<file path="config.mk">
export PLATFORM = sky130hd
export DESIGN_NAME = cprd_queue
export DESIGN_NICKNAME = d
export VERILOG_FILES = /design/src/sv/cprd_pkg.sv /design/src/sv/cprd_queue.sv
export SDC_FILE = /design/constraint.sdc
export NUM_CORES = 1
export LEC_CHECK = 0
export BUFFER_PORTS_ARGS = -buffer_cell sky130_fd_sc_hd__buf_2
export CORE_MARGIN = 8
export CORE_UTILIZATION = 45
export DETAILED_ROUTE_END_ITERATION = 10
export GPL_ROUTABILITY_DRIVEN = 0
export GPL_TIMING_DRIVEN = 0
export PLACE_DENSITY = 0.67
export SYNTH_ARGS = -nofsm -noshare
export SYNTH_HDL_FRONTEND = slang
export SYNTH_SLANG_ARGS = --single-unit
</file>
<file path="constraint.sdc">
create_clock -name clk_i -period 9.35 [get_ports clk_i]
set_clock_uncertainty 0.1 [all_clocks]
set_input_delay 0.4675 -clock clk_i [delete_from_list [all_inputs] [get_ports clk_i]]
set_output_delay 0.4675 -clock clk_i [all_outputs]
set_load 0.05 [all_outputs]
</file>
<file path="src/sv/cprd_pkg.sv">
// ----------------------------------------------------------------------------
// cprd_pkg
// shared constants and types of the primary ray direction block
// ----------------------------------------------------------------------------
package cprd_pkg;

  localparam int unsigned BASIS_WIDTH_DEF     = 21;
  localparam int unsigned COORD_FRAC_BITS_DEF = 16;

  localparam int unsigned NUM_COMP    = 3;
  localparam int unsigned CFG_W       = 63;
  localparam int unsigned APB_DW      = 64;
  localparam int unsigned APB_AW      = 5;
  localparam int unsigned OUT_W       = 16;
  localparam int unsigned OUT_FRAC    = 15;
  localparam int unsigned MAG_W       = 30;
  localparam int unsigned SUM_W       = 2 * MAG_W + 2;
  localparam int unsigned ROOT_W      = MAG_W + 1;
  localparam int unsigned SQRT_STEPS  = ROOT_W;
  localparam int unsigned NUM_W       = ROOT_W + OUT_FRAC;
  localparam int unsigned Q_W         = OUT_FRAC + 1;
  localparam int unsigned QUEUE_DEPTH = 4;

  // register index codes, taken from paddr above the 8 byte offset
  localparam logic [1:0] REG_FORWARD = 2'd0;
  localparam logic [1:0] REG_RIGHT   = 2'd1;
  localparam logic [1:0] REG_UP      = 2'd2;

  localparam logic [Q_W-1:0] POS_LIMIT = Q_W'(32767);
  localparam logic [Q_W-1:0] NEG_LIMIT = Q_W'(32768);

  typedef struct packed {
    logic [CFG_W-1:0] up;
    logic [CFG_W-1:0] right;
    logic [CFG_W-1:0] forward;
  } basis_cfg_t;

  typedef struct packed {
    logic [NUM_COMP-1:0][MAG_W-1:0] mag;
    logic [NUM_COMP-1:0]            neg;
    logic                           zero;
  } norm_item_t;

  typedef struct packed {
    logic full;
    logic empty;
  } queue_status_t;

endpackage

</file>
<file path="src/sv/cprd_queue.sv">
// ----------------------------------------------------------------------------
// cprd_queue
// short queue between the front and the back
// ----------------------------------------------------------------------------
module cprd_queue #(
  parameter int unsigned DEPTH = cprd_pkg::QUEUE_DEPTH
) (
  input  logic                     clk_i,
  input  logic                     rst_ni,
  input  logic                     push_i,
  input  cprd_pkg::norm_item_t     item_i,
  input  logic                     pop_i,
  output cprd_pkg::norm_item_t     item_o,
  output cprd_pkg::queue_status_t  stat_o
);
  import cprd_pkg::*;

  localparam int unsigned PTR_W = (DEPTH > 1) ? $clog2(DEPTH) : 1;
  localparam int unsigned CNT_W = $clog2(DEPTH + 1);

  norm_item_t       mem [DEPTH];
  logic [PTR_W-1:0] wr_q, rd_q;
  logic [CNT_W-1:0] cnt_q;

  assign item_o       = mem[rd_q];
  assign stat_o.full  = (cnt_q == CNT_W'(DEPTH));
  assign stat_o.empty = (cnt_q == '0);

  always_ff @(posedge clk_i) begin
    if (push_i) begin
      mem[wr_q] <= item_i;
    end
  end

  always_ff @(posedge clk_i or negedge rst_ni) begin
    if (!rst_ni) begin
      wr_q  <= '0;
      rd_q  <= '0;
      cnt_q <= '0;
    end else begin
      if (push_i) begin
        wr_q <= (wr_q == PTR_W'(DEPTH - 1)) ? '0 : wr_q + 1'b1;
      end
      if (pop_i) begin
        rd_q <= (rd_q == PTR_W'(DEPTH - 1)) ? '0 : rd_q + 1'b1;
      end
      if (push_i && !pop_i) begin
        cnt_q <= cnt_q + 1'b1;
      end else if (pop_i && !push_i) begin
        cnt_q <= cnt_q - 1'b1;
      end
    end
  end

`ifndef SYNTHESIS
  a_no_overflow: assert property (@(posedge clk_i) disable iff (!rst_ni)
    push_i |-> (!stat_o.full || pop_i)) else $error("queue push while full");
  a_no_underflow: assert property (@(posedge clk_i) disable iff (!rst_ni)
    pop_i |-> !stat_o.empty) else $error("queue pop while empty");
  a_count_bound: assert property (@(posedge clk_i) disable iff (!rst_ni)
    cnt_q <= CNT_W'(DEPTH)) else $error("queue count beyond depth");
`endif

endmodule

</file>
# Yosys cells after proc, flatten, opt, wreduce, memory -nomap -nowiden
# Memories as Yosys holds them, arrays and structs flattened.
# Index checks and enable logic that the tools add are counted.
# classes
addsub	4
n_mul	0
div_mod_pow	0
magnitude_cmp	0
n_eq_ne	3
shift	0
mux	6
n_bitwise	0
reduce_logical	6
# ops
operator	count
3-bit two-way mux	2
2-bit by 1-bit adder with 2-bit output, second input constant	2
2-bit == test, second input constant	2
2-bit two-way mux	2
3-bit by 1-bit adder with 3-bit output, second input constant	1
3-bit == test, second input constant	1
3-bit logical NOT	1
3-bit by 1-bit subtractor with 3-bit output, second input constant	1
1-bit logical AND	2
1-bit logical NOT	2
1-bit two-way mux	2
2-bit nonzero test	1
# word_totals
regBits	7
latchBits	0
mem_bits_rw	376
rom_bits	0
input_bits	98
output_inout_bits	96
elab_cells	23
mem_count	1
# memory_table
memory	words	width	read_ports	rd_clocked_by_memory_dff	write_ports	line	text
mem	4	94	1	0	1	cprd_queue.sv:21	norm_item_t mem [DEPTH];

# Logic depth before layout (Yosys ltp)
# Gate-level depths: netlist (run 1).
# logic_depth
ltp_word	4
depth_mapped	7
ltp_nobuf	7

# Worst setup path before layout (run 1)
# OpenSTA, ideal clock, no wires.
# synth_path
path_kind	register to register
startpoint	reg wr_q[0]
endpoint	mem mem[0][0] (netlist name) (enable)
setup_ns	0.463
arrival_ns	2.800
required_ns	8.787
setup_slack_ns	5.987
path_stages_with_launch	4
n_path_buf	0
synth_period_minus_slack_ns	3.363
cell_sequence	dfrtp_1 > inv_1 > ha_1 > and2_1
# synth_rtl
item	line	text
from (decl)	cprd_queue.sv:22	logic [PTR_W-1:0] wr_q, rd_q;
from (signal assigned)	cprd_queue.sv:42	wr_q <= (wr_q == PTR_W'(DEPTH - 1)) ? '0 : wr_q + 1'b1;
to (decl)	cprd_queue.sv:21	
# No word-level cell before the write port.

==> results.sh, run 1 <==
export IMPL_coreArea_um2=30700
export IMPL_power_frac_seq=0.373
export IMPL_maxSlewHeadroom=0.536
export IMPL_ys_warn_count=0
export IMPL_leakagePower_nw=5.80
export IMPL_fmaxAchievable_ghz=0.345
export IMPL_final_cell_mix="376 x edfxtp_1, 201 x buf_2, 94 x mux4_2"
export IMPL_worst_path_max_delay_cell="mux4_2"
export IMPL_rows=64
export IMPL_status="complete, no violations"
export IMPL_cpPeakStageDelay_ns=0.38
export IMPL_grtUsageTotal=0.146
export IMPL_firstDrtPassIters=4
export IMPL_setup_tns_final_ns=0
export IMPL_die_area_um2=37000
export IMPL_ys_seq_area_frac=0.818
export IMPL_worstPathArrival_ns=2.33
export IMPL_dp_cells=1126
export IMPL_nNetsFinal=878
export IMPL_rsz0062_at_grt="no"
export IMPL_clk_latency_ns=0.51
export IMPL_synth_xor_area_share=0.00187
export IMPL_ys_types=21
export IMPL_powerDensity_nw_per_um2=360
export IMPL_clk_pin_slew_ns=0.06
export IMPL_cts_resized=0
export IMPL_r2r_slack_ns=7.15
export IMPL_grt_max_degree=35
export IMPL_grt_first_pass_wirelength_um=41200
export IMPL_finalCritPeriodShare=0.310
export IMPL_drt_initial_drc_count=322
export IMPL_vias=6294
export IMPL_critPathKind="flip-flop to output pin"
export IMPL_wire_per_inst_um=22.5
export IMPL_die_h_um=192
export IMPL_drive_above_1_share=0.471
export IMPL_power_share_switching=0.373
export IMPL_maxSlewViolCount=0
export IMPL_p_clk_frac=0.244
export IMPL_cp_common_cell="buf_2"
export IMPL_die_w_um=192
export IMPL_synth_area_um2=14000
export IMPL_h_tree_depth=2
export IMPL_routed_via_density=5.26
export IMPL_grt_pass1_vias=7108
export IMPL_syn_to_final_growth_pct=20.6
export IMPL_root_buffer="clkbuf_16"
export IMPL_synth_top_family_by_area="multiplexers"
export IMPL_fill_cells=2286
export IMPL_cp_end_kind="output pin"
export IMPL_finalNonFillerCells=1197
export IMPL_post_route_min_period_ns=2.90
export IMPL_max_cap_violations=0
export IMPL_synth_adder_area_share=0.00679
export IMPL_vdd_ir_drop_max_mv=0.253
export IMPL_cp_top_family="buffers and inverters"
export IMPL_crit_fanout=10
export IMPL_syn_nets=634
export IMPL_drc_errors=0
export IMPL_gr_total_overflow=0
export IMPL_crit_buf_inv=4
export IMPL_portBuffers=193
export IMPL_crit_path_cell_trace="buf_2 > buf_2 > buf_2 > mux4_2 > buf_2"
export IMPL_netlist_instances=529
export IMPL_wl_um=27000
export IMPL_worst_setup_path_start_kind="flip-flop"
export IMPL_power_switching_w=0.00227
export IMPL_top_level_ports=194
export IMPL_multi_input_area_um2=2350
export IMPL_cts_sinks=383
export IMPL_p_comb_frac=0.384
export IMPL_cts_hold_buf=1
export IMPL_syn_area_per_cell_um2=26.5
export IMPL_hold_viol=0
export IMPL_cts_buffers=40
export IMPL_ys_ff_latch=383
export IMPL_setup_viol=0
export IMPL_regArea_um2=11500
export IMPL_p_int_w=0.00381
export IMPL_min_path_type="input port to flip-flop"
export IMPL_yosys_area_share_simple=0.00402
export IMPL_floorplan_initialDensity=0.457
export IMPL_antenna_found_initial=4
export IMPL_cts_setup_buffers=0
export IMPL_cts_tree="built"
export IMPL_required_ns=8.78
export IMPL_ant_nets=0
export IMPL_synth_mux_area_frac=0.153
export IMPL_hpwl_um=17900
export IMPL_cts_buffer_depth=3
export IMPL_synth_compound_area_frac=0.000714
export IMPL_final_common_cell="edfxtp_1"
export IMPL_tightestPinTransition_ns=0.696
cell families after synthesis:
family | Yosys count
flops | 383
mux | 97
buf+inv | 26
simple gates | 11
fa+ha+maj | 7
xor+xnor | 3
compound gates | 2
flip-flops by register name, summed over array words and instances (netlist names):
signal / flops
mem: 376
cnt_q: 3
rd_q: 2
wr_q: 2
cells in the mapped netlist, drive strengths merged:
| cell type | count | share of area |
|---|---|---|
| edfxtp | 376 | 0.81 |
| mux4 | 94 | 0.15 |
| buf | 19 | 0.013 |
| dfrtp | 7 | 0.012 |
| ha | 6 | 0.0054 |
| and2 | 4 | 0.0018 |
| inv | 4 | 0.0011 |
| clkbuf | 3 | 0.00080 |
| mux2 | 3 | 0.0024 |
| nor2 | 3 | 0.00080 |
| nand2 | 2 | 0.00054 |
| o21ai | 2 | 0.00071 |
| xor2 | 2 | 0.0013 |
| fa | 1 | 0.0014 |
| nor3 | 1 | 0.00036 |
| nor3b | 1 | 0.00054 |
| xnor2 | 1 | 0.00063 |
final timing paths:
path	from	to	cells after the start
worst max-delay path	rd_q[1]	item_o[31]	5
worst min-delay path	item_i[70]	mem[0][70]	1
worst max register to register	wr_q[0]	mem[0][21]	5
worst min register to register	cnt_q[2]	cnt_q[2]	1
max in group asynchronous	rst_ni	rd_q[1]	2
min in group asynchronous	rst_ni	cnt_q[1]	2
layer usage:
| metal | vias to the layer above | share of wire | track usage |
|---|---|---|---|
| met5 | - | 0.0015 | 0 |
| met4 | 6 | 0.019 | 0.0405 |
| met3 | 46 | 0.068 | 0.0389 |
| met2 | 184 | 0.50 | 0.251 |
| met1 | 3283 | 0.41 | 0.182 |
| li1 | 2775 | - | - |
power groups by stage:
stage                     sequential [W]  clock, W  combinational, W
after floorplan                  0.00230         0           0.00182
after global placement           0.00233         0           0.00231
after detailed placement         0.00230         0           0.00238
after CTS                        0.00227   0.00152           0.00239
after global routing             0.00229   0.00159           0.00246
final                            0.00226   0.00148           0.00233
worst register-to-register path, cell delays in order (launching register included):
cell	delay (ns)
dfrtp_1	0.42
inv_1	0.12
ha_1	0.17
and2_4	0.49
buf_12	0.29
buf_12	0.25
through the flow:
stage / utilization / instance area (um2) / total power [W] / setup slack [ns] / hold slack [ns]
CTS: 0.551 / 16900 / 0.00618 / 6.37 / 0.0422
global route: 0.551 / 16900 / 0.00634 / 6.30 / 0.0451
finish: 0.551 / 16900 / 0.00608 / 6.45 / 0.0700
global placement: 0.505 / 15500 / 0.00465 / 4.34 / 0.205
floorplan: - / 14000 / 0.00412 / 5.99 / 0.0719
detailed placement: 0.510 / 15600 / 0.00469 / 6.92 / 0.214
final cells by class:
type / count / share of cell area
inverter: 4 / 0.000889
sequential: 383 / 0.679
clock buffer: 48 / 0.0623
clock inverter: 20 / 0.0109
antenna: 2 / 0.000296
timing repair buffer: 202 / 0.0672
multi-input combinational: 120 / 0.139
buffer: 22 / 0.0116
tap: 396 / 0.0293
No activity file was read; power rests on OpenSTA's default activity.
==> inputs of run 2 (changes only) <==
- clock period: 9.35 -> 2.86 ns (I/O delays scaled with it)
==> results.sh, run 2 (synthesized netlist as in run 1, its figures left out) <==
export IMPL_fmaxAchievable_ghz=0.392
export IMPL_floorplan_initialDensity=0.457
export IMPL_cts_buffers=39
export IMPL_power_total_w=0.0200
export IMPL_gr_total_overflow=0
export IMPL_grt_busiest_layer="met2"
export IMPL_drc_errors=0
export IMPL_clk_latency_ns=0.50
export IMPL_crit_fanout=10
export IMPL_firstDrtPassIters=4
export IMPL_largest_reg_flops=376
export IMPL_cts_hold_buf=98
export IMPL_h_tree_depth=2
export IMPL_min_path_type="input port to flip-flop"
export IMPL_max_cap_violations=0
export IMPL_cts_tree="built"
export IMPL_coreArea_um2=30700
export IMPL_cts_resized=0
export IMPL_critPathKind="flip-flop to output pin"
export IMPL_cts_sinks=383
export IMPL_status="complete, no violations"
export IMPL_cpPeakStageDelay_ns=0.36
export IMPL_die_w_um=192
export IMPL_fin_ws_ns=0.308
export IMPL_grt_first_pass_wirelength_um=42300
export IMPL_top_level_ports=194
export IMPL_use_met3=0.0383
export IMPL_post_route_min_period_ns=2.55
export IMPL_wire_per_inst_um=21.2
export IMPL_drive_above_1_share=0.419
export IMPL_portBuffers=193
export IMPL_root_buffer="clkbuf_16"
export IMPL_ant_nets=0
export IMPL_leakagePower_nw=6.20
export IMPL_antenna_cells=0
export IMPL_antenna_found_initial=0
export IMPL_setup_viol=0
export IMPL_required_ns=2.62
export IMPL_cp_end_kind="output pin"
export IMPL_vdd_ir_drop_max_mv=0.668
export IMPL_tightestPinTransition_ns=0.793
export IMPL_maxSlewHeadroom=0.471
export IMPL_vias=6582
export IMPL_rsz0062_at_grt="no"
export IMPL_worst_setup_path_start_kind="flip-flop"
export IMPL_wl_um=27400
export IMPL_maxSlewViolCount=0
export IMPL_grt_max_degree=56
export IMPL_grt_use_met2=0.268
export IMPL_cp_common_cell="buf_2"
export IMPL_max_flop_register="mem"
export IMPL_finalCritPeriodShare=0.892
export IMPL_drt_initial_drc_count=273
export IMPL_grtUsageTotal=0.149
export IMPL_die_area_um2=37000
export IMPL_hold_viol=0
export IMPL_die_h_um=192
export IMPL_hpwl_um=17300
export IMPL_cts_buffer_depth=3
export IMPL_powerDensity_nw_per_um2=1120
export IMPL_grt_met1_usage=0.176
export IMPL_top_regs="mem: 376 flops, cnt_q: 3 flops"
export IMPL_grt_pass1_vias=7623
export IMPL_worstPathArrival_ns=2.31
export IMPL_dp_cells=1122
export IMPL_rows=64
export IMPL_utilization=0.582
export IMPL_nNetsFinal=970
export IMPL_final_cell_mix="376 x edfxtp_1, 201 x buf_2, 98 x dlygate4sd3_1"
export IMPL_syn_to_final_growth_pct=27.4
export IMPL_cts_setup_buffers=0
export IMPL_worst_path_max_delay_cell="buf_2"
export IMPL_clk_pin_slew_ns=0.06
export IMPL_place_ws_ns=0.661
export IMPL_finalNonFillerCells=1290
export IMPL_routed_via_density=5.10
export IMPL_final_common_cell="edfxtp_1"
export IMPL_crit_path_cell_trace="buf_2 > buf_2 > buf_2 > mux4_2 > buf_2"
[run 2: changes by cell type in the layout (fill, tap and decap cells not counted)]
cell           previous run  this run
clkinvlp_4                2         3
inv_6                     2         0
clkinv_2                  6         8
diode_2                   2         0
clkbuf_1                 10         9
dlygate4sd3_1             1        98
buf_12                   12         4
buf_16                    0         4
bufinv_16                 3         4
clkinv_4                  1         2
[run 2: path summary, 6_finish.rpt]
path / from / end / slack, ns / cells after the start
max in group asynchronous: rst_ni / wr_q[0] / 1.89 / 3
hold reg to reg: cnt_q[2] / cnt_q[2] / 0.40 / 1
hold / removal: item_i[2] / mem[1][2] / 0.28 / 2
setup reg to reg: wr_q[1] / mem[1][64] / 0.71 / 4
setup / recovery: rd_q[1] / item_o[30] / 0.31 / 5
min in group asynchronous: rst_ni / rd_q[1] / 0.50 / 3
[run 2: worst max-delay path, delay by kind of cell (launching register included)]
kind | cells | cell delay [ns]
multiplexers | 1 | 0.36
flip-flops | 1 | 0.34
buffers and inverters | 4 | 1.08
[run 2: layout make-up]
cell class | count | area (um2)
buffer | 22 | 195
fill | 2206 | 12800
timing repair buffer | 295 | 2060
sequential | 383 | 11500
clock inverter | 23 | 223
tap | 396 | 495
clock buffer | 47 | 1050
inverter | 4 | 15.0
multi-input combinational | 120 | 2350
[run 2: metrics by stage]
step | instance area [um2] | setup TNS, ns | hold slack [ns]
floorplan | 14000 | 0 | -0.253
global placement | 15500 | -92.82 | -0.124
detailed placement | 15600 | 0 | -0.109
CTS | 17800 | 0 | 0.236
global route | 17800 | 0 | 0.265
finish | 17800 | 0 | 0.282
[run 2: power by group]
| part | leakage (nW) | switching (W) | internal [W] | total [W] |
|---|---|---|---|---|
| logic | 2.04 | 0.00527 | 0.00242 | 0.00769 |
| clock network | 0.618 | 0.00196 | 0.00298 | 0.00494 |
| registers | 3.54 | 0.000211 | 0.00719 | 0.00740 |
[run 2: per-layer routing]
metal,vias to the layer above,wire [um],part of all wire
met2,183,14400,0.53
met5,-,0,0
li1,2955,-,-
met1,3406,10900,0.40
met4,0,375,0.014
met3,38,1710,0.062
